## src/owa_ram.sv

```systemverilog
`timescale 1ns / 1ps
`default_nettype none
// ----------------------------------------------------------------------------
// owa_ram
// Simple dual-port RAM, one write and one registered read port.
// ----------------------------------------------------------------------------
module owa_ram #(
  parameter int WIDTH = 8,
  parameter int DEPTH = 16
) (
  input  wire logic                       clk,
  input  wire logic                       we,
  input  wire logic [$clog2(DEPTH)-1:0]   waddr,
  input  wire logic [WIDTH-1:0]           wdata,
  input  wire logic [$clog2(DEPTH)-1:0]   raddr,
  output logic      [WIDTH-1:0]           rdata
);

  logic [WIDTH-1:0] mem [DEPTH];

  always_ff @(posedge clk) begin
    if (we) begin
      mem[waddr] <= wdata;
    end
    rdata <= mem[raddr];
  end

endmodule
`default_nettype wire

```

## config.mk

```make
export PLATFORM = sky130hd
export DESIGN_NAME = owa_ram
export DESIGN_NICKNAME = d
export VERILOG_FILES = /design/src/owa_ram.sv
export SDC_FILE = /design/constraint.sdc
export NUM_CORES = 1
export LEC_CHECK = 0
export BUFFER_PORTS_ARGS = -buffer_cell sky130_fd_sc_hd__buf_4
export CAP_MARGIN = 10
export CORE_MARGIN = 3
export CORE_UTILIZATION = 45
export DETAILED_ROUTE_END_ITERATION = 7
export HOLD_SLACK_MARGIN = 0.05
export SLEW_MARGIN = 20
export SYNTH_ARGS = -nofsm -noshare
export SYNTH_HDL_FRONTEND = slang
export SYNTH_SLANG_ARGS = --single-unit
```

## constraint.sdc

```tcl
create_clock -name clk -period 5.2 [get_ports clk]
set_input_delay 1.04 -clock clk [delete_from_list [all_inputs] [get_ports clk]]
set_output_delay 1.04 -clock clk [all_outputs]
set_load 0.05 [all_outputs]
```

==> metrics.md, run 1 <==
| Metric | Value |
|---|---|
| Status | `finished, final reports clean` |
| DP Worst Slack | `2.24 ns` |
| Largest net degree at the start of global routing | `33` |
| Worst EP required | `5.23 ns` |
| Post-Route Utilization | `0.552` |
| DRT iter0 DRCs | `218` |
| Setup_tns | `0 ns` |
| Most common cell after layout, fill and taps aside | `edfxtp_1` |
| DR pass1 iterations | `4` |
| Crit Path Category | `in -> reg` |
| Unique masters post-synth | `19` |
| Peak VDD IR | `0.000231 V` |
| Sw frac | `0.196` |
| CTS Buf Count | `17` |
| Crit end category | `register` |
| Vias in the first global route | `2513` |
| GP Congestion | `0.767` |
| Core area | `11000 um2` |
| Pins over their slew limit | `0` |
| Setup ws final | `2.86 ns` |
| Hold-fix buffers at CTS | `0` |
| Routed vias/inst | `5.65` |
| Most frequent cells in the layout | `edfxtp_1 (128), buf_4 (28), mux4_2 (18)` |
| Post-layout net count | `284` |
| CTS resizes | `0` |
| R2r worst-path depth | `3` |
| Chip width | `113 um` |
| Diodes inserted | `0` |
| Die ar. | `12800 um2` |
| DP HPWL | `6000 um` |
| Core Rows | `38` |
| First-pass GRT wire length | `15600 um` |
| Total clock sinks | `136` |
| CTS max path bufs | `2` |
| CP Data Arrival Time | `2.37 ns` |
| H-tree depth | `4` |
| Max-cap violations | `0` |
| R2r endpoint | `rdata[2]` |
| Synthesis-to-layout area growth | `18.3%` |
| Final setup fails | `0` |
| Clock skew | `0.00951 ns` |
| LEAKAGE | `2.03 nW` |
| RSZ-0062 raised after global routing | `false` |
| CTS clock-pin slew for the worst setup and hold paths | `0.05 ns` |
| Final instance area | `6090 um2` |
| Vias | `2368` |
| Post-synthesis register bit count | `136` |
| Final hold viol count | `0` |
| Worst Hold Slack | `0.677 ns` |
| GRT Total Usage | `0.172` |
| R2R Setup Slk | `3.80 ns` |
| Max Freq | `427 MHz` |
| Period utilization | `0.450` |
| Pint | `2.13 mW` |
| Pwr dens | `435 nW/um2` |
| Fillers | `853` |
| Final wirelength | `9970 um` |
| Seq/Total Area, Yosys | `0.778` |
| Largest fanout on the critical path | `8` |
| Remaining DRCs | `0` |
| Worst hold path class | `reg -> reg` |
| Die height | `113 um` |
| Post-Syn Nets | `247` |
| Flop pwr share | `0.466` |
| Tmin final | `2.34 ns` |
| Starting Density | `0.467` |
| Post-Syn Area per Cell | `22.5 um2` |
| Crit path launch type | `primary input` |
| YS warnings | `0` |
| Placed cell area | `5450 um2` |
| Least-Margin Pin Slew | `1.02 ns` |
| Final antenna-violating net count | `0` |
| RR Startpoint | `mem[1][2]` |
| Sw Pwr | `519 uW` |
| Initial antenna violation count | `0` |
| Mapped cell area | `5150 um2` |
| Clock power frac | `0.481` |
| Logic gate share of total power | `0.053` |
| End point of the critical path | `mem[2][1]` |
| DR WL/cell | `23.8 um` |
| Worst-Skew Late Latency | `0.41 ns` |
| Port Buf Inserts | `25` |
| CTS tree | `done` |
| Relative slew slack | `0.317` |
| Ratio of cells with drive above 1 in the final layout | `0.280` |
| I/O pin count | `26` |
| Setup crit start | `waddr[2]` |
| Setup Buffers After CTS | `0` |
| Total congestion overflow | `0` |
| Clock Root Buffer | `clkbuf_16` |
| Syn Inst Count | `229` |
## worst min-delay path by stage
stage	endpoint	slack (ns)	cells past startpoint	startpoint
floorplan	rdata[0]	0.63	3	mem[7][0]
global placement	rdata[2]	0.66	3	mem[8][2]
detailed placement	rdata[5]	0.67	3	mem[12][5]
CTS	rdata[0]	0.68	3	mem[15][0]
global route	rdata[0]	0.70	3	mem[13][0]
finish	rdata[0]	0.68	3	mem[13][0]
## cells by family (layout without fill, tap and decap cells)
group / Yosys count / after routing / share of synthesized area
AND/OR/NAND/NOR: 35 / 35 / 0.0318
multiplexers: 32 / 32 / 0.150
buffers and inverters: 10 / 60 / 0.0168
AO/OA/AOI/OAI: 16 / 16 / 0.0233
flip-flops: 136 / 136 / 0.778
## power groups by stage
stage               Clock [mW]  Sequential, mW  Combinational (mW)
detailed placement           0            1.26               0.142
floorplan                    0            1.28              0.0622
finish                    1.27            1.23               0.140
global route              1.34            1.24               0.150
CTS                       1.29            1.23               0.142
global placement             0            1.25               0.140
## worst max-delay path: stages
cell and delay [ns]:
buf_4 0.12, or3b_2 0.52, nor2_1 0.69
## through the flow
stage	std cells	power (mW)
floorplan	229	1.34
global placement	387	1.39
detailed placement	387	1.40
CTS	419	2.67
global route	419	2.73
finish	419	2.65
## registers in the layout, summed over array words and instances, names as in the netlist
signal and count:
mem 128, rdata 8
## synth_stat cells (all sizes together)
| cell | instances | area (um2) |
|---|---|---|
| nand3b | 2 | 15.0 |
| mux4 | 32 | 773 |
| nor2 | 13 | 48.8 |
| nand2b | 2 | 12.5 |
| a22oi | 16 | 120 |
| clkdlybuf4s25 | 3 | 30.0 |
| and2 | 1 | 6.26 |
| nand2 | 9 | 33.8 |
| edfxtp | 128 | 3840 |
| dfxtp | 8 | 160 |
| nor3 | 4 | 20.0 |
| nand3 | 1 | 5.00 |
| or3b | 1 | 8.76 |
| buf | 7 | 56.3 |
| nor2b | 1 | 6.26 |
| and2b | 1 | 7.51 |
## cell type report
cell class / count / area [um2] / share of cell area
Clock inverter: 12 / 200 / 0.0329
Multi-Input combinational cell: 83 / 1060 / 0.175
Clock buffer: 20 / 437 / 0.0717
Tap cell: 140 / 175 / 0.0288
Timing Repair Buffer: 28 / 210 / 0.0345
Sequential cell: 136 / 4000 / 0.657
## routing by layer
layer	wire [um]	up-vias	track usage	share of wire
met1	4360	1244	0.241	0.44
li1	-	1050	-	-
met2	4970	66	0.265	0.50
met5	0	-	0	0
met3	545	8	0.0444	0.055
met4	96	0	0.0601	0.0096
Note: power is estimated with default switching activity, not from simulation.
==> inputs of run 2 (changes only) <==
--- a/config.mk
+++ b/config.mk
@@ -5,6 +5,7 @@
 export SDC_FILE = /design/constraint.sdc
 export NUM_CORES = 1
 export LEC_CHECK = 0
+export ABC_AREA = 1
 export BUFFER_PORTS_ARGS = -buffer_cell sky130_fd_sc_hd__buf_4
 export CAP_MARGIN = 10
 export CORE_MARGIN = 3
==> constraint.sdc (replaced) <==
create_clock -name clk -period 2.2 [get_ports clk]
set_input_delay 0.44 -clock clk [delete_from_list [all_inputs] [get_ports clk]]
set_output_delay 0.44 -clock clk [all_outputs]
set_load 0.05 [all_outputs]
==> run 2 against run 1 <==
Against the previous run:
- area after synthesis is 12% higher
- cell count is 84% higher
- total power is 130% higher
- sequential power is 140% higher
- worst hold slack worse by 0.33 ns
- routed wire length is 33% higher
- synthesized cell count is 140% higher
- utilization is 0.32 points lower
- global-route usage is 2.5 points higher
==> metrics.md, run 2 <==
| Metric | Value |
|---|---|
| R2r worst-path depth | `6` |
| H-tree depth | `4` |
| Largest regs | `mem (128), rdata (8)` |
| Post-Syn Nets | `569` |
| Worst-Skew Late Latency | `0.42 ns` |
| Synth top cells by count | `nand2_1 (173), edfxtp_1 (128), inv_1 (100), nand3_1 (97), nor2_1 (17)` |
| Die ar. | `14200 um2` |
| Relative slew slack | `0.549` |
| Clock skew | `0.0102 ns` |
| Least-Margin Pin Slew | `0.676 ns` |
| CTS clock-pin slew for the worst setup and hold paths | `0.05 ns` |
| Total congestion overflow | `0` |
| Core area | `12300 um2` |
| GRT Total Usage | `0.197` |
| CP cell instances | `buf_4` |
| Sw frac | `0.214` |
| Diodes inserted | `0` |
| Max-cap violations | `0` |
| DR pass1 iterations | `5` |
| Final non-filler cell total | `773` |
| Chip width | `119 um` |
| Pins over their slew limit | `0` |
| Starting Density | `0.470` |
| Register Area | `4000 um2` |
| Logic gate share of total power | `0.072` |
| Share of synthesized registers carrying an async set or reset | `0` |
| Hold-fix buffers at CTS | `0` |
| Core Rows | `40` |
| Most common cell after layout, fill and taps aside | `nand2_1` |
| Tmin final | `1.48 ns` |
| Clock power frac | `0.439` |
| CTS tree | `done` |
| CP Data Arrival Time | `1.04 ns` |
| Final setup fails | `0` |
| Post-Route Utilization | `0.549` |
| Flop pwr share | `0.489` |
| Area leader, netlist | `edfxtp_1` |
| Post-synthesis register bit count | `136` |
| First-pass GRT wire length | `20500 um` |
| DP Worst Slack | `0.436 ns` |
| Worst hold path class | `in -> reg` |
| Max Freq | `677 MHz` |
| I/O pin count | `26` |
| Yosys top cell area share | `0.667` |
| Status | `finished, final reports clean` |
| Largest delay share family, worst path | `flip-flops` |
| Largest register FFs | `128` |
| Final antenna-violating net count | `0` |
| Pwr dens | `887 nW/um2` |
| Synthesis-to-layout area growth | `16.7%` |
| Crit path launch type | `register` |
| Placed insts | `741` |
| Crit Path Category | `reg -> out` |
| Unique masters post-synth | `12` |
| Clock Root Buffer | `clkbuf_16` |
| LEAKAGE | `2.93 nW` |
| Fillers | `1067` |
| DP HPWL | `8060 um` |
| Pint | `4.69 mW` |
| DRT iter0 DRCs | `407` |
| Ratio of cells with drive above 1 in the final layout | `0.119` |
| Sw Pwr | `1.28 mW` |
| Worst Path Buf+Inv | `1` |
| Hold path cells | `3` |
| Peak VDD IR | `0.000580 V` |
| Vias in the first global route | `3556` |
| Remaining DRCs | `0` |
| RSZ-0062 raised after global routing | `false` |
| Port Buf Inserts | `25` |
| Post-synth EDFFs | `128` |
| Largest net degree at the start of global routing | `39` |
| Initial antenna violation count | `0` |
| Vias | `3906` |
| Crit end category | `output pin` |
| GP Congestion | `0.822` |
| Total clock sinks | `136` |
| CTS resizes | `0` |
| Area of the multi-input gates | `1210 um2` |
| Period utilization | `0.672` |
| Die height | `119 um` |
| Seq/Total Area, Yosys | `0.694` |
| Post-Syn Area per Cell | `10.5 um2` |
| Final instance area | `6730 um2` |
| Max stage delay on crit path | `0.39 ns` |
| Setup_tns | `0 ns` |
| Placed cell area | `6180 um2` |
| Syn Inst Count | `551` |
| Top FF cell, synth | `edfxtp_1` |
| Worst EP required | `1.76 ns` |
| Mapped cell area | `5770 um2` |
| Final wirelength | `13300 um` |
| Top post-synthesis cells by area | `edfxtp_1 (67%), nand2_1 (11%), nand3_1 (8.4%)` |
| Setup Buffers After CTS | `0` |
| Count leader, synth | `nand2_1` |
| Setup ws final | `0.722 ns` |
| Most frequent cells in the layout | `nand2_1 (173), edfxtp_1 (128), inv_1 (100)` |
| CTS Buf Count | `17` |
| Largest fanout on the critical path | `1` |
| Critical path depth in cells | `1` |
| Final hold viol count | `0` |
| YS warnings | `0` |
| Top reg by flops | `mem` |
| DR WL/cell | `17.1 um` |
| Post-layout net count | `610` |
| Routed vias/inst | `5.05` |
| Critical path's slowest cell | `dfxtp_1` |
| CTS max path bufs | `2` |
==> run 2: changes by cell type in the layout (fill, tap and decap cells not counted), moves of 4 or more <==
| cell | delta |
|---|---|
| bufinv_16 | -4 |
| buf_4 | +16 |
| mux4_2 | -18 |
| nand3_1 | +96 |
| clkbuf_8 | +4 |
| mux4_1 | -14 |
| inv_1 | +100 |
| clkbuf_1 | +5 |
| nor2_1 | +5 |
| a22oi_1 | -16 |
| nand2_1 | +164 |
==> run 2: worst paths after layout <==
kind	startpoint	slack [ns]	end
worst max-delay path	rdata[4]	0.72	rdata[4]
worst min-delay path	raddr[3]	0.35	rdata[6]
worst max register to register	mem[1][3]	1.12	rdata[3]
worst min register to register	mem[12][1]	0.67	rdata[1]
==> run 2: per-layer routing <==
layer,routed length (um),vias up,global-route usage,part of all wire
met5,0,-,0,0
met4,262,0,0.0782,0.020
met3,924,21,0.0489,0.070
met2,6290,156,0.294,0.47
met1,5780,1874,0.277,0.44
li1,-,1855,-,-
==> run 2: power groups by stage <==
stage	Clock, mW	Combinational [mW]	Sequential, mW
floorplan	0	0.204	3.02
global placement	0	0.429	2.97
detailed placement	0	0.432	2.97
CTS	2.66	0.435	2.92
global route	2.78	0.474	2.92
finish	2.62	0.431	2.92
==> run 2: kinds of logic (layout without fill, tap and decap cells) <==
kind of cell,after synthesis,count (layout),share of synthesized area
buf+inv,126,180,0.0952
simple gates,289,289,0.210
flops,136,136,0.694
==> run 2: area by class of cell <==
cell class / count / area share
clock buffer: 29 / 0.0758
tap: 168 / 0.0312
timing repair buffer: 46 / 0.0550
multi-input combinational: 289 / 0.180
clock inverter: 3 / 0.00595
sequential: 136 / 0.595
inverter: 102 / 0.0569
==> run 2: metrics by stage <==
step	hold slack, ns	total power, mW
2_1_floorplan	0.539	3.23
3_3_place_gp	0.643	3.40
3_5_place_dp	0.667	3.40
4_1_cts	0.333	6.01
5_1_grt	0.368	6.17
6_report	0.347	5.97
